$ cat config.mk
export PLATFORM = sky130hd
export DESIGN_NAME = selection_sort_engine
export DESIGN_NICKNAME = d
export VERILOG_FILES = /design/src/hw/rtl/sse_pkg.sv /design/src/hw/rtl/sse_ram.sv /design/src/hw/rtl/sse_dp.sv /design/src/hw/rtl/sse_ctrl.sv /design/src/hw/rtl/selection_sort_engine.sv
export SDC_FILE = /design/constraint.sdc
export NUM_CORES = 1
export LEC_CHECK = 0
export CORE_MARGIN = 2
export CORE_UTILIZATION = 32
export DETAILED_ROUTE_END_ITERATION = 10
export DONT_BUFFER_PORTS = 1
export PLACE_DENSITY = 0.56
export SYNTH_ARGS = -nofsm -noshare
export SYNTH_HDL_FRONTEND = slang
export SYNTH_SLANG_ARGS = --single-unit
export TNS_END_PERCENT = 10
$ cat constraint.sdc
create_clock -name i_clk -period 5.1 [get_ports i_clk]
set_input_delay 0 -clock i_clk [delete_from_list [all_inputs] [get_ports i_clk]]
set_output_delay 0 -clock i_clk [all_outputs]
set_load 0.02 [all_outputs]
$ cat src/hw/rtl/sse_pkg.sv
// sse_pkg: shared constants and controller/datapath interface structs
// for the selection sort engine. No dependencies.
`default_nettype none

package sse_pkg;

    // Default set size and element width
    localparam int unsigned COUNT_DEF = 16;
    localparam int unsigned VALUE_W   = 16;

    // Controller -> datapath commands
    typedef struct packed {
        logic load_wr;   // input transfer: write value at load index
        logic scan_rd;   // read next element of the unsorted prefix
        logic wr_hi;     // write largest into last unsorted slot
        logic wr_lo;     // write displaced element into largest's slot
        logic out_rd;    // read next sorted element
        logic out_ld;    // load read data into output register
        logic out_xfer;  // output transfer completes this cycle
    } t_cmd;

    // Datapath -> controller status
    typedef struct packed {
        logic last_load; // load index at final slot of the set
        logic scan_end;  // scan index has reached the pass limit
        logic last_pass; // current pass is the final one
        logic out_last;  // output index at final element
    } t_status;

endpackage

`default_nettype wire

$ cat src/hw/rtl/sse_ram.sv
// sse_ram: generic single-write, single-read RAM with registered read.
// No dependencies.
`default_nettype none

module sse_ram #(
    parameter int unsigned WIDTH = 16,
    parameter int unsigned DEPTH = 16,
    parameter int unsigned AW    = $clog2(DEPTH)
) (
    input  wire logic             i_clk,
    input  wire logic             i_wr_en,
    input  wire logic [AW-1:0]    i_wr_addr,
    input  wire logic [WIDTH-1:0] i_wr_data,
    input  wire logic             i_rd_en,
    input  wire logic [AW-1:0]    i_rd_addr,
    output logic      [WIDTH-1:0] o_rd_data
);

    logic [WIDTH-1:0] r_mem [DEPTH];
    logic [WIDTH-1:0] r_rd_data;

    always_ff @(posedge i_clk) begin
        if (i_wr_en) begin
            r_mem[i_wr_addr] <= i_wr_data;
        end
        if (i_rd_en) begin
            r_rd_data <= r_mem[i_rd_addr];
        end
    end

    assign o_rd_data = r_rd_data;

endmodule

`default_nettype wire

$ cat src/hw/rtl/sse_dp.sv
// sse_dp: selection sort datapath - element RAM, indexes, running max,
// output register. Depends on sse_pkg and sse_ram.
`default_nettype none

module sse_dp #(
    parameter int unsigned COUNT = sse_pkg::COUNT_DEF
) (
    input  wire logic                        i_clk,
    input  wire logic                        i_rst_n,
    input  wire sse_pkg::t_cmd               i_cmd,
    output sse_pkg::t_status                 o_status,
    input  wire logic [sse_pkg::VALUE_W-1:0] i_value,
    output logic                             o_out_valid,
    output logic      [sse_pkg::VALUE_W-1:0] o_sorted_value,
    output logic                             o_last_out
);

    localparam int unsigned IW = $clog2(COUNT);
    localparam logic [IW-1:0] LAST_IDX = IW'(COUNT - 1);
    localparam logic [IW-1:0] ONE_IDX  = IW'(1);

    logic [IW-1:0]               r_load_cnt;
    logic [IW-1:0]               r_limit;
    logic [IW-1:0]               r_k;
    logic                        r_cmp_vld;
    logic [IW-1:0]               r_cmp_idx;
    logic [sse_pkg::VALUE_W-1:0] r_best;
    logic [IW-1:0]               r_best_at;
    logic [sse_pkg::VALUE_W-1:0] r_held;
    logic [IW-1:0]               r_out_idx;
    logic [sse_pkg::VALUE_W-1:0] r_out_val;
    logic                        r_out_last;
    logic                        r_out_vld;

    logic                        wr_en;
    logic [IW-1:0]               wr_addr;
    logic [sse_pkg::VALUE_W-1:0] wr_data;
    logic                        rd_en;
    logic [IW-1:0]               rd_addr;
    logic [sse_pkg::VALUE_W-1:0] rd_data;

    // single write port shared by load and the two swap writes
    always_comb begin
        wr_en   = i_cmd.load_wr | i_cmd.wr_hi | i_cmd.wr_lo;
        wr_addr = r_best_at;
        wr_data = r_held;
        if (i_cmd.load_wr) begin
            wr_addr = r_load_cnt;
            wr_data = i_value;
        end else if (i_cmd.wr_hi) begin
            wr_addr = r_limit;
            wr_data = r_best;
        end
        rd_en   = i_cmd.scan_rd | i_cmd.out_rd;
        rd_addr = i_cmd.scan_rd ? r_k : r_out_idx;
    end

    sse_ram #(
        .WIDTH (sse_pkg::VALUE_W),
        .DEPTH (COUNT)
    ) u_store (
        .i_clk     (i_clk),
        .i_wr_en   (wr_en),
        .i_wr_addr (wr_addr),
        .i_wr_data (wr_data),
        .i_rd_en   (rd_en),
        .i_rd_addr (rd_addr),
        .o_rd_data (rd_data)
    );

    // control registers
    always_ff @(posedge i_clk) begin
        if (!i_rst_n) begin
            r_load_cnt <= '0;
            r_limit    <= LAST_IDX;
            r_k        <= '0;
            r_cmp_vld  <= 1'b0;
            r_out_idx  <= '0;
            r_out_vld  <= 1'b0;
        end else begin
            r_cmp_vld <= i_cmd.scan_rd;
            if (i_cmd.load_wr) begin
                if (o_status.last_load) begin
                    r_load_cnt <= '0;
                    r_limit    <= LAST_IDX;
                    r_k        <= '0;
                end else begin
                    r_load_cnt <= r_load_cnt + ONE_IDX;
                end
            end
            if (i_cmd.scan_rd) begin
                r_k <= r_k + ONE_IDX;
            end
            if (i_cmd.wr_lo) begin
                r_k <= '0;
                if (o_status.last_pass) begin
                    r_out_idx <= '0;
                end else begin
                    r_limit <= r_limit - ONE_IDX;
                end
            end
            if (i_cmd.out_ld) begin
                r_out_vld <= 1'b1;
            end else if (i_cmd.out_xfer) begin
                r_out_vld <= 1'b0;
                r_out_idx <= r_out_idx + ONE_IDX;
            end
        end
    end

    // payload: running max (first largest wins), held tail element, output
    always_ff @(posedge i_clk) begin
        r_cmp_idx <= r_k;
        if (r_cmp_vld) begin
            if ((r_cmp_idx == '0) || (rd_data > r_best)) begin
                r_best    <= rd_data;
                r_best_at <= r_cmp_idx;
            end
            if (r_cmp_idx == r_limit) begin
                r_held <= rd_data;
            end
        end
        if (i_cmd.out_ld) begin
            r_out_val  <= rd_data;
            r_out_last <= o_status.out_last;
        end
    end

    assign o_status.last_load = (r_load_cnt == LAST_IDX);
    assign o_status.scan_end  = (r_k == r_limit);
    assign o_status.last_pass = (r_limit == ONE_IDX);
    assign o_status.out_last  = (r_out_idx == LAST_IDX);

    assign o_out_valid    = r_out_vld;
    assign o_sorted_value = r_out_val;
    assign o_last_out     = r_out_last;

    a_swap_pair: assert property (@(posedge i_clk) disable iff (!i_rst_n)
        i_cmd.wr_hi |=> i_cmd.wr_lo)
        else $error("swap high write not followed by low write");

    a_cmp_in_prefix: assert property (@(posedge i_clk) disable iff (!i_rst_n)
        r_cmp_vld |-> (r_cmp_idx <= r_limit))
        else $error("compare beyond unsorted prefix");

    a_xfer_has_data: assert property (@(posedge i_clk) disable iff (!i_rst_n)
        i_cmd.out_xfer |-> r_out_vld)
        else $error("output transfer without valid data");

    a_no_load_while_out: assert property (@(posedge i_clk) disable iff (!i_rst_n)
        i_cmd.load_wr |-> !r_out_vld)
        else $error("load while a result is pending");

endmodule

`default_nettype wire

$ cat src/hw/rtl/sse_ctrl.sv
// sse_ctrl: selection sort controller FSM - load, scan/swap passes,
// output sequencing. Depends on sse_pkg.
`default_nettype none

module sse_ctrl (
    input  wire logic             i_clk,
    input  wire logic             i_rst_n,
    input  wire logic             i_in_valid,
    output logic                  o_in_stall,
    input  wire logic             i_out_stall,
    input  wire sse_pkg::t_status i_status,
    output sse_pkg::t_cmd         o_cmd
);

    localparam logic [2:0] S_LOAD     = 3'd0;
    localparam logic [2:0] S_SCAN     = 3'd1;
    localparam logic [2:0] S_DRAIN    = 3'd2;
    localparam logic [2:0] S_WR_HI    = 3'd3;
    localparam logic [2:0] S_WR_LO    = 3'd4;
    localparam logic [2:0] S_OUT_RD   = 3'd5;
    localparam logic [2:0] S_OUT_LD   = 3'd6;
    localparam logic [2:0] S_OUT_WAIT = 3'd7;

    logic [2:0] r_state;
    logic [2:0] n_state;

    always_comb begin
        o_cmd          = '0;
        o_cmd.load_wr  = (r_state == S_LOAD) && i_in_valid;
        o_cmd.scan_rd  = (r_state == S_SCAN);
        o_cmd.wr_hi    = (r_state == S_WR_HI);
        o_cmd.wr_lo    = (r_state == S_WR_LO);
        o_cmd.out_rd   = (r_state == S_OUT_RD);
        o_cmd.out_ld   = (r_state == S_OUT_LD);
        o_cmd.out_xfer = (r_state == S_OUT_WAIT) && !i_out_stall;
        o_in_stall     = (r_state != S_LOAD);
    end

    always_comb begin
        n_state = r_state;
        case (r_state)
            S_LOAD: begin
                if (o_cmd.load_wr && i_status.last_load) begin
                    n_state = S_SCAN;
                end
            end
            S_SCAN: begin
                if (i_status.scan_end) begin
                    n_state = S_DRAIN;
                end
            end
            S_DRAIN: begin
                n_state = S_WR_HI;
            end
            S_WR_HI: begin
                n_state = S_WR_LO;
            end
            S_WR_LO: begin
                n_state = i_status.last_pass ? S_OUT_RD : S_SCAN;
            end
            S_OUT_RD: begin
                n_state = S_OUT_LD;
            end
            S_OUT_LD: begin
                n_state = S_OUT_WAIT;
            end
            S_OUT_WAIT: begin
                if (o_cmd.out_xfer) begin
                    n_state = i_status.out_last ? S_LOAD : S_OUT_RD;
                end
            end
            default: begin
                n_state = S_LOAD;
            end
        endcase
    end

    always_ff @(posedge i_clk) begin
        if (!i_rst_n) begin
            r_state <= S_LOAD;
        end else begin
            r_state <= n_state;
        end
    end

    a_stall_outside_load: assert property (@(posedge i_clk) disable iff (!i_rst_n)
        (r_state == S_SCAN) |-> o_in_stall)
        else $error("input open during sort");

    a_last_load_starts_sort: assert property (@(posedge i_clk) disable iff (!i_rst_n)
        (o_cmd.load_wr && i_status.last_load) |=> (r_state == S_SCAN))
        else $error("sort did not start after final load");

endmodule

`default_nettype wire

$ cat src/hw/rtl/selection_sort_engine.sv
// selection_sort_engine: top level - collects a set of values, sorts them
// ascending, streams them out. Depends on sse_pkg, sse_ctrl, sse_dp.
`default_nettype none

// The engine takes COUNT unsigned 16-bit values, one per input transfer, and
// writes them into a COUNT-entry element RAM. The transfer that carries the
// COUNT-th value starts the sort: each pass scans the unsorted prefix through
// the RAM's single read port, one element per cycle, keeping the first
// largest value, then swaps it into the last unsorted slot with two writes.
// After COUNT-1 passes the COUNT values are sent out in ascending order, one
// per output transfer, with o_last_out set on the final one; the engine then
// takes the next set. Each output value takes a RAM read, an output register
// load and a transfer. o_in_stall is high from the final input transfer until
// the last result has been taken; i_out_stall may hold a result indefinitely,
// and o_sorted_value and o_last_out stay stable while it does. COUNT may
// range from 2 to 64.
module selection_sort_engine #(
    parameter int unsigned COUNT = sse_pkg::COUNT_DEF
) (
    input  wire logic                        i_clk,
    input  wire logic                        i_rst_n,
    // input channel
    input  wire logic                        i_in_valid,
    output logic                             o_in_stall,
    input  wire logic [sse_pkg::VALUE_W-1:0] i_value,
    // output channel
    output logic                             o_out_valid,
    input  wire logic                        i_out_stall,
    output logic      [sse_pkg::VALUE_W-1:0] o_sorted_value,
    output logic                             o_last_out
);

    sse_pkg::t_cmd    cmd;
    sse_pkg::t_status status;

    // sequencing: load, scan/swap passes, output
    sse_ctrl u_ctrl (
        .i_clk       (i_clk),
        .i_rst_n     (i_rst_n),
        .i_in_valid  (i_in_valid),
        .o_in_stall  (o_in_stall),
        .i_out_stall (i_out_stall),
        .i_status    (status),
        .o_cmd       (cmd)
    );

    // element RAM, indexes, running max and output register
    sse_dp #(
        .COUNT (COUNT)
    ) u_dp (
        .i_clk          (i_clk),
        .i_rst_n        (i_rst_n),
        .i_cmd          (cmd),
        .o_status       (status),
        .i_value        (i_value),
        .o_out_valid    (o_out_valid),
        .o_sorted_value (o_sorted_value),
        .o_last_out     (o_last_out)
    );

endmodule

`default_nettype wire

# Word level (Yosys, flattened, before mapping)
# Memory sizes are Yosys's and may differ from the RTL's. A register that Yosys moved wholly into a read port is not among the register bits.
# Index checks and enable logic that the tools add are counted.
# totals
register_bits	78
input_bits	20
wordCells	81
mem_count	1
output_inout_bits	19
ramBits	256
# op_classes
mux	27
eq_ne	15
magnitude_cmp	1
n_reduce_logical	16
bitwise	4
n_addsub	4
# mem_list
memory	depth	word_bits	rd	rd_ports_with_merged_regs	write_ports	line	rtl
u_dp.u_store.r_mem	16	16	1	1	1	sse_ram.sv:19	logic [WIDTH-1:0] r_mem [DEPTH];
# ops
operator	count
4-bit 2-to-1 mux	15
16-bit 2-to-1 mux	2
3-bit one-hot mux with 8 select lines	1
16-bit greater-than comparator	1
3-bit 2-to-1 mux	5
4-bit by 1-bit adder with 4-bit output, second input constant	3
3-bit == test, second input constant	4
4-bit == test	2
4-bit == test, second input constant	2
3-bit by 2-bit == test with 1-bit output, second input constant	2
2-bit != test, second input constant	3
2-bit AND reduction	3
2-bit nonzero test	3
4-bit by 1-bit == test with 1-bit output, second input constant	1
4-bit logical NOT	1
1-bit 2-to-1 mux	4
4-bit by 1-bit subtractor with 4-bit output, second input constant	1
3-bit by 1-bit == test with 1-bit output, second input constant	1
1-bit logical AND	3
3-bit logical NOT	1
1-bit OR	3
3-bit AND reduction	1
3-bit nonzero test	1
2-bit OR reduction	1
other kinds (3)	3

# Longest topological paths before layout
# Gate-level depths: netlist (run 1).
# depth
word_depth	6
ltp_mapped	8
ltp_nobuf	7

# Hierarchy
# From an unflattened synthesis (run 1), not the netlist that was laid out.
# hier_totals
cells_unflattened	775
hier_area_um2	14078.5
# by_module_without_submodules
mod	n_inst	seq_area_each_um2	area_each_um2	cells_each
sse_ram	1	8167.8	10202.3	432
sse_dp	1	2031.9	3568.4	304
sse_ctrl	1	60.1	307.8	39

# Worst setup path after synthesis (run 1)
# Ideal clock, no wire load.
# synth_path
path_type	reg-to-reg
startpoint	reg u_dp.r_limit[2]
endpoint	reg u_dp.r_held[0] (netlist bit) (enable)
path_buffers	1
setup_time_ns	0.430
required_ns	4.670
stages_incl_launch_ff	4
path_slack_ns	2.370
synth_period_minus_slack_ns	2.730
arrival_ns	2.300
cell_sequence	dfxtp_1 clkbuf_1 xor2_1 nor4_1
# synth_via
elab_chain_cells	2
# synth_rtl
item	line	rtl
start: declaration	sse_dp.sv:23	logic [IW-1:0] r_limit;
start signal: assignment	sse_dp.sv:99	r_limit <= r_limit - ONE_IDX;
4-bit == test	sse_dp.sv:119	if (r_cmp_idx == r_limit) begin
2-bit AND reduction (no line)	-	
end signal: assignment	sse_dp.sv:120	r_held <= rd_data;
end: declaration	sse_dp.sv:29	logic [sse_pkg::VALUE_W-1:0] r_held;
# Every way passes these cells.
# A chain may end at the register's enable or synchronous reset.

# Worst setup path in the final report (run 1)
# layout_path
startpoint	reg u_ctrl.r_state[1]
endpoint	mem u_dp.u_store.r_mem[11][8] (enable)
# layout_via
elab_chain_cells	6
elab_cells_between_ends	10
classes_between	2 x eq/ne; 4 x mux; 2 x bitwise; 2 x reduce/logical
# layout_rtl
item	line	rtl
start: declaration	sse_ctrl.sv:24	logic [2:0] r_state;
start signal: assignment	sse_ctrl.sv:82	r_state <= n_state;
3-bit logical NOT	sse_ctrl.sv:29	o_cmd.load_wr = (r_state == S_LOAD) && i_in_valid;
1-bit logical AND	sse_ctrl.sv:29	
1-bit OR (2 in series)	sse_dp.sv:44	wr_en = i_cmd.load_wr | i_cmd.wr_hi | i_cmd.wr_lo;
1-bit 2-to-1 mux	sse_ram.sv:23	if (i_wr_en) begin
1-bit 2-to-1 mux (not written as such)	sse_ram.sv:24	r_mem[i_wr_addr] <= i_wr_data;
end: declaration	sse_ram.sv:19	
# Parallel ways exist; a longest one is shown, timed or not.

==> metrics.yaml, run 1 <==
pwr:
  peakVddDrop_mv: 0.1762
  p_leak_nw: 6.103
  clockPowerShare_pct: 44.3
  p_sw_share_pct: 20.18
  power.density_mw_per_mm2: 325.9
  power_switching_mw: 1.215
  p_seq_share_pct: 52.8
  p_int_mw: 4.807
  pwr-share-comb_pct: 3.0
worst_setup_path:
  startpoint_type: "flop"
  slowest_delay_ns: 0.87
  rrSetupSlack_ns: 1.64
  path_buf_inv: 1
  arrival_ns: 3.61
  worstSetupPathType: "flop to flop"
  crit_family: "simple AND/OR/NAND/NOR gates"
  end_kind: "flop"
  cp_slowest_cell: "nor2_2"
  critPathRequiredTime_ns: 5.24
  crit_path_max_fanout: 28
  path_cells: "nand3b_1 -> buf_4 -> mux2i_1 -> nor3b_1 -> a31oi_1 -> nor2_2"
logic_synthesis:
  ys_warn_count: 0
  synth_area_leaders: "edfxtp_1, mux4_2, mux2i_1"
  synth_cell_types: 50
  synth-xor-area-share_pct: 0.7071
  ys_seq_area_share_pct: 63.71
  synth_mux_area_share_pct: 21.41
  synth-simple-area-share_pct: 4.926
  syn_nets: 977
  ys_ff_latch: 350
  syn_area_per_cell_um2: 17.20
  synth_top_area_share_pct: 60.61
  synthArstFlopShare_pct: 0
  synth_top_family_by_area: "multiplexers"
  synthAdderAreaFrac_pct: 1.632
  synth_edf_count: 325
  ys.flop_type: "edfxtp_1"
  syn_inst: 936
  syn-cell-area_mm2: 0.01610
  synth-compound-area-share_pct: 5.190
  yosys.area.top_type: "edfxtp_1"
placement:
  port_buffers: 0
  placed_cell_area_mm2: 0.01709
  gp_congestion: 0.7737
  dp_hpwl_um: 22770
global_route:
  antenna_found_initial: 0
  grt_usage_pct: 14.95
  overflow: 0
  grt_first_pass_wirelength_um: 58060
  grt_pass1_vias: 9079
  grt_max_degree: 66
routing:
  ant_nets: 0
  wl_per_cell_um: 23.28
  drtIter0Drc: 635
  viasPerCell: 5.241
  route.detailed.drc: 0
  drt-total-wl_um: 38990
  drt_pass1_iterations: 4
  num_vias: 8778
clock_tree:
  clkTransAtPathRegs_ns: 0.06
  clock-sinks: 350
  post_cts_resized: 0
  cts_max_path_buffers: 3
  cts_tree: "built"
  clkLatencyLatePin_ns: 0.54
  cts_made_buffers: 38
  ctsHoldBuffers: 19
  post-cts-setup-buffers: 0
  htree_levels: 2
  cts.root.buffer_cell: "clkbuf_16"
timing:
  rsz0062_at_grt: "no"
  hold_viol: 0
  period_share_pct: 67.85
  min_period_ns: 3.460
  report.final.slew_viol_count: 0
  tightest_slew_ns: 1.161
  setup_tns_ns: 0
  timing.fmax_mhz: 289.0
  clock_skew_ns: 0.01553
  setup-violations-final: 0
  whs_ns: 0.4117
  maxSlewHeadroom_pct: 22.48
layout:
  area_growth_syn_to_layout_pct: 14.76
  stdcell_area_mm2: 0.01848
  n_fill_cell: 4641
  diodes: 0
  final_nets: 1016
  drive_above_1_share_pct: 25.62
worst_hold_path:
  holdCritPathClass: "input pin to flop"
floorplan:
  die_width_um: 228.3
  row_count: 82
  ios: 39
  fp.dieH_um: 228.3
  start_util_pct: 32.23
  dieArea_mm2: 0.05213
  core_mm2: 0.04997
run:
  maxCapViolations: 0
outcome:
  outcome: "complete, no violations"
[sequential cells by signal, indices dropped and copies added, names as in the netlist]
name,flops
u_dp.r_best_at,4
u_dp.r_cmp_vld,1
u_dp.r_k,4
u_dp.r_held,16
u_dp.r_load_cnt,4
u_dp.o_out_valid,1
u_dp.r_limit,4
u_dp.r_cmp_idx,4
u_dp.u_store.o_rd_data,16
u_dp.o_last_out,1
u_dp.r_out_idx,4
u_dp.r_best,16
u_dp.u_store.r_mem,256
u_ctrl.r_state,3
u_dp.o_sorted_value,16
[cell usage in the layout, fill, tap and decap left out, types with 8 or more instances in the layout]
master / instances
dlygate4sd3_1: 19
nor2b_1: 19
ha_1: 21
xor2_1: 8
dfxtp_1: 21
clkinv_1: 10
o21ai_0: 24
a211oi_1: 24
buf_4: 42
nor3_1: 9
clkbuf_16: 41
nor2_2: 17
nand2_1: 37
inv_1: 22
nand3_1: 9
nor2_1: 32
clkbuf_1: 9
a21oi_1: 28
mux2i_1: 54
mux4_2: 128
edfxtp_1: 325
a22o_1: 15
[Yosys cell counts, types with 4 or more instances]
cell	count
a22o_1	15
nand2_1	37
nor3b_1	4
buf_4	4
buf_2	13
a21oi_1	28
a211oi_1	24
o21ai_0	25
nor3_1	9
nor2b_1	19
mux4_2	128
edfxtp_1	325
clkbuf_1	37
nand4_1	6
mux2i_1	54
buf_1	5
ha_1	21
a211oi_2	6
xnor2_1	5
a21boi_0	5
inv_1	22
nand3_1	9
xor2_1	8
nor2_1	51
a31oi_1	7
a21o_1	5
nor4_1	4
dfxtp_1	25
[metal layers]
layer  up-vias  share of wire [%]  global-route usage, %  wire length [um]
li1       3887                  -                      -                 -
met2       237                 49                  25.61             19250
met4         0                2.3                  4.146               908
met1      4596                 44                  19.83             17050
met3        58                4.6                  2.221              1783
met5         -                  0                      0                 0
[through the flow]
stage | cells | total power [mW] | util [%] | setup WS, ns
2_1_floorplan | 936 | 3.333 | - | 2.370
3_3_place_gp | 1588 | 3.400 | 34.20 | 1.685
3_5_place_dp | 1588 | 3.403 | 34.20 | 1.664
4_1_cts | 1675 | 6.088 | 36.98 | 1.640
5_1_grt | 1675 | 6.204 | 36.98 | 1.390
6_report | 1675 | 6.022 | 36.98 | 1.640
[worst paths after layout]
path | from | endpoint | depth (start not counted)
setup / recovery | u_ctrl.r_state[1]$_SDFFE_PN0P_ | u_dp.u_store.r_mem[11][8]$_DFFE_PP_ | 6
hold / removal | i_rst_n | u_dp.r_limit[1]$_SDFF_PN1_ | 2
setup reg to reg | u_ctrl.r_state[1]$_SDFFE_PN0P_ | u_dp.u_store.r_mem[11][8]$_DFFE_PP_ | 6
hold reg to reg | u_dp.r_cmp_idx[0]$_DFF_P_ | u_dp.r_best_at[0]$_DFFE_PP_ | 0
[layout make-up]
class / instances / area (um2) / area share, %
timing repair buffer: 62 / 525.5 / 2.844
inverter: 22 / 82.58 / 0.4469
multi-input combinational: 501 / 5557 / 30.07
sequential: 350 / 10270 / 55.60
tap: 672 / 840.8 / 4.550
clock inverter: 17 / 125.1 / 0.6771
clock buffer: 51 / 1074 / 5.809
[worst register-to-register path, cell delays in order, from the launching register on]
cell      delay (ns)
dfxtp_1         0.72
nand3b_1        0.43
buf_4           0.37
mux2i_1         0.30
nor3b_1         0.23
a31oi_1         0.15
nor2_2          0.87
[power by group through the flow]
stage | combinational (mW) | clock, mW | sequential, mW
finish | 0.180 | 2.67 | 3.18
global route | 0.195 | 2.83 | 3.18
CTS | 0.181 | 2.73 | 3.18
detailed placement | 0.166 | 0 | 3.24
global placement | 0.164 | 0 | 3.24
floorplan | 0.0976 | 0 | 3.24
[cells by family after synthesis]
| group | count (synthesis) |
|---|---|
| DFF | 350 |
| muxes | 184 |
| and+or+nand+nor | 160 |
| AOI/OAI and AO/OA | 123 |
| buffers and inverters | 85 |
| adders and majority gates | 21 |
| xor gates and xnor gates | 13 |
Note: power is estimated with default switching activity, not from simulation.
==> run 2: changes to the inputs <==
- clock period: 5.1 -> 3.4 ns (I/O delays scaled with it)
==> run 2 against run 1 <==
Global-route usage fell by 0.74 points; worst setup slack worse by 1.1 ns; via count decreased by 0.67%; cell count up 0.84%; clock power up 46%; cell area increased by 0.73%; highest routed layer unchanged; critical path depth grew 1.
==> metrics.yaml, run 2 (synthesis gave the netlist of run 1 again) <==
outcome:
  outcome: "complete, no violations"  # unchanged
clock_tree:
  clkTransAtPathRegs_ns: 0.06  # about the same
  post-cts-setup-buffers: 0  # unchanged
  cts_made_buffers: 37  # was 38
  clock-sinks: 350  # unchanged
  clkLatencyLatePin_ns: 0.53  # was 0.54 ns
  htree_levels: 2  # unchanged
  cts_tree: "built"  # unchanged
  cts_max_path_buffers: 3  # unchanged
  cts.root.buffer_cell: "clkbuf_16"  # unchanged
  post_cts_resized: 0  # unchanged
global_route:
  grt_first_pass_wirelength_um: 56150  # was 58060 um
  grt_pass1_vias: 9030  # was 9079
  grt_usage_pct: 14.21  # was 14.95%
  grt_max_degree: 54  # was 66
  antenna_found_initial: 0  # unchanged
  overflow: 0  # unchanged
placement:
  gp_congestion: 0.7638  # was 0.7737
  dp_hpwl_um: 23220  # was 22770 um
  placed_cell_area_mm2: 0.01725  # was 0.01709 mm2
  port_buffers: 0  # unchanged
  dp.cells: 1604  # was 1588
worst_hold_path:
  hold_start: "i_in_valid"  # was i_rst_n
  holdCritPathClass: "input pin to flop"  # unchanged
  hold_depth: 4  # was 2
routing:
  drt-total-wl_um: 36540  # was 38990 um
  wl_per_cell_um: 21.64  # was 23.28 um
  ant_nets: 0  # unchanged
  route.detailed.drc: 0  # unchanged
  drtIter0Drc: 572  # was 635
  drt_pass1_iterations: 5  # was 4
  num_vias: 8719  # was 8778
  viasPerCell: 5.162  # was 5.241
layout:
  diodes: 0  # unchanged
  drive_above_1_share_pct: 26.94  # was 25.62%
  stdcell_area_mm2: 0.01861  # was 0.01848 mm2
  multi_input_area_mm2: 0.005544  # was 0.005557 mm2
  top_register: "u_dp.u_store.r_mem"  # unchanged
  largest_register_ffs: 256  # unchanged
  stdcell_count: 1689  # was 1675
  regArea_mm2: 0.01027  # unchanged
  final_cell_mix: "edfxtp_1, mux4_2, mux2i_1, buf_4, clkbuf_16"  # unchanged
  area_growth_syn_to_layout_pct: 15.59  # was 14.76%
  n_fill_cell: 4582  # was 4641
  final_common_cell: "edfxtp_1"  # unchanged
  final_nets: 1031  # was 1016
worst_setup_path:
  crit_path_max_fanout: 53  # was 28
  crit_family: "flip-flops"  # was simple AND/OR/NAND/NOR gates
  crit_cells: 7  # was 6
  rrSetupSlack_ns: 0.49  # was 1.64 ns
  end_kind: "flop"  # unchanged
  worstSetupPathType: "flop to flop"  # unchanged
  reg2regPathDepth: 7  # was 6
  cp_slowest_cell: "dfxtp_1"  # was nor2_2
  slowest_delay_ns: 0.66  # was 0.87 ns
  startpoint_type: "flop"  # unchanged
  path_cells: "or3b_1 -> mux2i_4 -> buf_12 -> buf_4 -> mux2i_1 -> a22o_1 -> a211oi_2"  # was nand3b_1 -> buf_4 -> mux2i_1 -> nor3b_1 -> a31oi_1 -> nor2_2
  path_buf_inv: 2  # was 1
  cp-endpoint: "u_dp.u_store.o_rd_data[8]$_DFFE_PP_"  # was u_dp.u_store.r_mem[11][8]$_DFFE_PP_
  regToRegStartpoint: "u_ctrl.r_state[2]$_SDFFE_PN0P_"  # was u_ctrl.r_state[1]$_SDFFE_PN0P_
  critPathRequiredTime_ns: 3.65  # was 5.24 ns
  startpoint: "u_ctrl.r_state[2]$_SDFFE_PN0P_"  # was u_ctrl.r_state[1]$_SDFFE_PN0P_
  arrival_ns: 3.16  # was 3.61 ns
  timing.rr.end: "u_dp.u_store.o_rd_data[8]$_DFFE_PP_"  # was u_dp.u_store.r_mem[11][8]$_DFFE_PP_
floorplan:
  die_width_um: 228.3  # unchanged
  fp.dieH_um: 228.3  # unchanged
  core_mm2: 0.04997  # unchanged
  row_count: 82  # unchanged
  ios: 39  # unchanged
  start_util_pct: 32.23  # unchanged
  dieArea_mm2: 0.05213  # unchanged
timing:
  tightest_slew_ns: 0.9413  # was 1.161 ns
  timing.fmax_mhz: 344.0  # was 289.0 MHz
  clock_skew_ns: 0.02043  # was 0.01553 ns
  maxSlewHeadroom_pct: 37.18  # was 22.48%
  report.final.slew_viol_count: 0  # unchanged
  min_period_ns: 2.907  # was 3.460 ns
  period_share_pct: 85.51  # was 67.85%
  rsz0062_at_grt: "no"  # unchanged
  hold_viol: 0  # unchanged
  setup_tns_ns: 0  # unchanged
  setup-violations-final: 0  # unchanged
pwr:
  p_leak_nw: 6.192  # was 6.103 nW
  power.density_mw_per_mm2: 479.9  # was 325.9 mW/mm2
  peakVddDrop_mv: 0.3167  # was 0.1762 mV
run:
  maxCapViolations: 0  # unchanged
==> run 2: changes by cell type in the layout (fill, tap and decap cells not counted), sizes merged <==
cell,previous run,this run
buf,43,59
clkbuf,51,48
clkinv,14,15
clkinvlp,1,0
inv,22,23
==> run 2: cell type report <==
cell class / instances / area share (%)
clock inverter: 18 / 0.7327
tap: 672 / 4.517
clock buffer: 48 / 5.586
sequential: 350 / 55.20
timing repair buffer: 78 / 3.737
multi-input combinational: 501 / 29.78
inverter: 22 / 0.4436
==> run 2: power by group <==
part	leakage (nW)	total, mW	internal, mW	switching, mW
registers	3.15	4.76	4.74	0.0181
logic	2.47	0.263	0.105	0.159
clock network	0.580	3.91	2.30	1.61
==> run 2: metrics by stage <==
step / total power [mW] / worst slack (ns) / util, % / hold WS, ns
floorplan: 4.988 / 0.6699 / - / 0.1538
global placement: 5.087 / 0.5687 / 34.52 / 0.07142
detailed placement: 5.094 / 0.4737 / 34.52 / 0.06965
CTS: 9.041 / 0.4773 / 37.25 / 0.08302
global route: 9.251 / 0.3062 / 37.25 / 0.1444
finish: 8.932 / 0.4928 / 37.25 / 0.09477
==> run 2: timing repair <==
item	CTS	global route
hold buffers	19	0
endpoints found under the setup margin	0	0
hold endpoints to repair	277	0
==> run 2: layer usage <==
metal  GRT usage, %  vias up  part of all wire [%]  wire length, um
met5              0        -                     0                0
met4          3.002        0                   1.4              514
met3          2.295       33                   5.0             1841
met2          24.60      242                    50            18390
met1          18.88     4520                    43            15800
li1               -     3924                     -                -
==> run 2: worst register-to-register path: stages, from the launching register on <==
cell	delay [ns]
dfxtp_1	0.66
or3b_1	0.50
mux2i_4	0.33
buf_12	0.33
buf_4	0.32
mux2i_1	0.20
a22o_1	0.25
a211oi_2	0.06
==> run 2: worst min-delay path by stage <==
stage,end,slack (ns)
finish,u_dp.r_load_cnt[1]$_SDFFE_PN0P_,0.09
global route,u_dp.r_load_cnt[1]$_SDFFE_PN0P_,0.14
CTS,u_dp.r_load_cnt[1]$_SDFFE_PN0P_,0.08
detailed placement,u_dp.r_limit[1]$_SDFF_PN1_,0.07
global placement,u_dp.r_limit[1]$_SDFF_PN1_,0.07
floorplan,u_ctrl.r_state[0]$_SDFFE_PN0P_,0.15
==> run 3: changes to the inputs <==
- ABC_AREA: not set -> 1
==> run 3 against run 2 <==
Synthesized cell count rose by 49%; fmax rose by 4.8%; register-to-register slack improved by 0.13 ns; non-clock buffer count fell by 13; sequential power rose by 10%; clock-buffer cell count fell by 3; critical path type unchanged; combinational power rose to 7.0 times the previous value; global-route usage rose by 0.17 points.
==> metrics.yaml, run 3 <==
global_route:
  grt_usage_pct: 14.37  # was 14.21%
  grt_max_degree: 92  # was 54
  grt_first_pass_wirelength_um: 55750  # was 56150 um
  grt_pass1_vias: 9626  # was 9030
  antenna_found_initial: 0  # unchanged
  overflow: 0  # unchanged
routing:
  drtIter0Drc: 972  # was 572
  drt_pass1_iterations: 6  # was 5
  ant_nets: 0  # unchanged
  viasPerCell: 4.859  # was 5.162
  num_vias: 9994  # was 8719
  route.detailed.drc: 0  # unchanged
  wl_per_cell_um: 17.30  # was 21.64 um
  drt-total-wl_um: 35590  # was 36540 um
logic_synthesis:
  synth-compound-area-share_pct: 3.059  # was 5.190%
  ys_seq_area_share_pct: 67.43  # was 63.71%
  syn_area_per_cell_um2: 10.90  # was 17.20 um2
  synth-xor-area-share_pct: 0.3454  # was 0.7071%
  synth_area_leaders: "edfxtp_1, nand2_1, nand3_1"  # was edfxtp_1, mux4_2, mux2i_1
  synth_top_area_share_pct: 64.14  # was 60.61%
  synth_cell_types: 36  # was 50
  synth_edf_count: 325  # unchanged
  ys_ff_latch: 350  # unchanged
  syn-cell-area_mm2: 0.01521  # was 0.01610 mm2
  yosys.area.top_type: "edfxtp_1"  # unchanged
  synth-simple-area-share_pct: 21.58  # was 4.926%
  synth_mux_area_share_pct: 0  # was 21.41%
  ys_warn_count: 0  # unchanged
  syn_nets: 1437  # was 977
  synth_top_family_by_area: "simple AND/OR/NAND/NOR gates"  # was multiplexers
  synthMostInstantiatedCell: "nand2_1"  # was edfxtp_1
  syn_inst: 1396  # was 936
  ys_top_cells_by_count: "nand2_1, edfxtp_1, nand3_1"  # was edfxtp_1, mux4_2, mux2i_1
  synthAdderAreaFrac_pct: 1.727  # was 1.632%
  synthArstFlopShare_pct: 0  # unchanged
  ys.flop_type: "edfxtp_1"  # unchanged
layout:
  fin_util_pct: 37.31  # was 37.25%
  final_nets: 1472  # was 1031
  stdcell_area_mm2: 0.01745  # was 0.01861 mm2
  final_cell_mix: "nand2_1, edfxtp_1, nand3_1, inv_1, nand3b_1"  # was edfxtp_1, mux4_2, mux2i_1, buf_4, clkbuf_16
  stdcell_count: 2057  # was 1689
  area_growth_syn_to_layout_pct: 14.66  # was 15.59%
  drive_above_1_share_pct: 9.103  # was 26.94%
  top_register: "u_dp.u_store.r_mem"  # unchanged
  n_fill_cell: 4520  # was 4582
  final_common_cell: "nand2_1"  # was edfxtp_1
  diodes: 0  # unchanged
  largest_register_ffs: 256  # unchanged
worst_setup_path:
  arrival_ns: 3.01  # was 3.16 ns
  regToRegStartpoint: "u_ctrl.r_state[0]$_SDFFE_PN0P_"  # was u_ctrl.r_state[2]$_SDFFE_PN0P_
  crit_path_max_fanout: 19  # was 53
  worstSetupPathType: "flop to flop"  # unchanged
  startpoint_type: "flop"  # unchanged
  startpoint: "u_ctrl.r_state[0]$_SDFFE_PN0P_"  # was u_ctrl.r_state[2]$_SDFFE_PN0P_
  rrSetupSlack_ns: 0.62  # was 0.49 ns
  reg2regPathDepth: 8  # was 7
  timing.rr.end: "u_dp.u_store.r_mem[4][12]$_DFFE_PP_"  # was u_dp.u_store.o_rd_data[8]$_DFFE_PP_
  cp-endpoint: "u_dp.u_store.r_mem[4][12]$_DFFE_PP_"  # was u_dp.u_store.o_rd_data[8]$_DFFE_PP_
  end_kind: "flop"  # unchanged
  critPathRequiredTime_ns: 3.63  # was 3.65 ns
clock_tree:
  cts.root.buffer_cell: "clkbuf_16"  # unchanged
  cts_made_buffers: 39  # was 37
  clock-sinks: 350  # unchanged
  cts_tree: "built"  # unchanged
  cts_max_path_buffers: 3  # unchanged
  clkLatencyLatePin_ns: 0.53  # about the same
  htree_levels: 2  # unchanged
  clkTransAtPathRegs_ns: 0.06  # about the same
  post-cts-setup-buffers: 0  # unchanged
pwr:
  power.total_mw: 10.88  # was 8.932 mW
  p_leak_nw: 6.682  # was 6.192 nW
  peakVddDrop_mv: 0.2961  # was 0.3167 mV
  power.density_mw_per_mm2: 623.7  # was 479.9 mW/mm2
timing:
  rsz0062_at_grt: "no"  # unchanged
  whs_ns: 0.007558  # was 0.09477 ns
  setup_tns_ns: 0  # unchanged
  tightest_slew_ns: 0.6080  # was 0.9413 ns
  clock_skew_ns: 0.02228  # was 0.02043 ns
  fin_ws_ns: 0.6248  # was 0.4928 ns
  report.final.slew_viol_count: 0  # unchanged
  setup-violations-final: 0  # unchanged
  maxSlewHeadroom_pct: 59.42  # was 37.18%
  period_share_pct: 81.62  # was 85.51%
  hold_viol: 0  # unchanged
  min_period_ns: 2.775  # was 2.907 ns
  timing.fmax_mhz: 360.3  # was 344.0 MHz
placement:
  port_buffers: 0  # unchanged
  placed_cell_area_mm2: 0.01619  # was 0.01725 mm2
  gp_congestion: 0.8481  # was 0.7638
  dp.cells: 1983  # was 1604
  dp_hpwl_um: 21860  # was 23220 um
  place_ws_ns: 0.6578  # was 0.4737 ns
floorplan:
  dieArea_mm2: 0.04931  # was 0.05213 mm2
  ios: 39  # unchanged
  core_mm2: 0.04675  # was 0.04997 mm2
  row_count: 79  # was 82
  start_util_pct: 32.54  # was 32.23%
  die_width_um: 222.1  # was 228.3 um
  fp.dieH_um: 222.1  # was 228.3 um
run:
  maxCapViolations: 0  # unchanged
worst_hold_path:
  holdCritPathClass: "input pin to flop"  # unchanged
outcome:
  outcome: "complete, no violations"  # unchanged
[run 3: cells by family (layout without fill, tap and decap cells)]
logic type	count (synthesis)	count (layout)
AND/OR/NAND/NOR	729	729
flip-flops	350	350
buffers and inverters	214	268
AO/OA/AOI/OAI	76	76
adder cells (fa/ha/maj)	21	21
XOR/XNOR	6	6
[run 3: per-layer routing]
metal	vias to the layer above	global-route usage [%]	wire length, um
li1	4865	-	-
met4	0	4.098	691
met2	243	22.76	16250
met3	48	2.518	1809
met5	-	0	0
met1	4838	20.23	16840
[run 3: critical path, stage by stage, from the launching register on]
cell and delay, ns:
dfxtp_1 0.44, nand2_1 0.12, nor2_2 0.22, buf_4 0.28
nand2_1 0.09, a31oi_1 0.35, nand3_1 0.31, nor2_2 0.40
buf_4 0.27
[run 3: final cells by class]
class	instances	area, um2	share of cell area (%)
clock buffers	45	998.5	5.723
multi-input cells	832	4149	23.78
flip-flops and latches	350	10260	58.81
inverters	143	536.8	3.077
repair buffers	65	623.1	3.572
well taps	607	759.5	4.353
clock inverters	15	118.9	0.6813
[run 3: worst min-delay path by stage]
stage | from | to | slack (ns) | cells after the start
after CTS | i_value[9] | u_dp.u_store.r_mem[5][9]$_DFFE_PP_ | 0.0003 | 3
after detailed placement | i_rst_n | u_dp.r_limit[3]$_SDFF_PN1_ | 0.09 | 1
after global routing | i_value[9] | u_dp.u_store.r_mem[5][9]$_DFFE_PP_ | 0.01 | 3
after global placement | i_rst_n | u_dp.r_limit[3]$_SDFF_PN1_ | 0.09 | 1
after floorplan | i_rst_n | u_dp.r_cmp_vld$_SDFF_PN0_ | 0.21 | 2
final | i_value[9] | u_dp.u_store.r_mem[5][9]$_DFFE_PP_ | 0.008 | 3
[run 3: repair_timing]
item                      in CTS  in global routing
gates resized for setup        0                  0
hold endpoints to repair     150                  0
hold buffers                  14                  0
[run 3: report_power, final]
| part | internal, mW | leakage (nW) | total [mW] | switching (mW) |
|---|---|---|---|---|
| Combinational | 0.518 | 3.01 | 1.83 | 1.31 |
| Clock | 2.22 | 0.540 | 3.81 | 1.59 |
| Sequential | 5.14 | 3.13 | 5.24 | 0.102 |
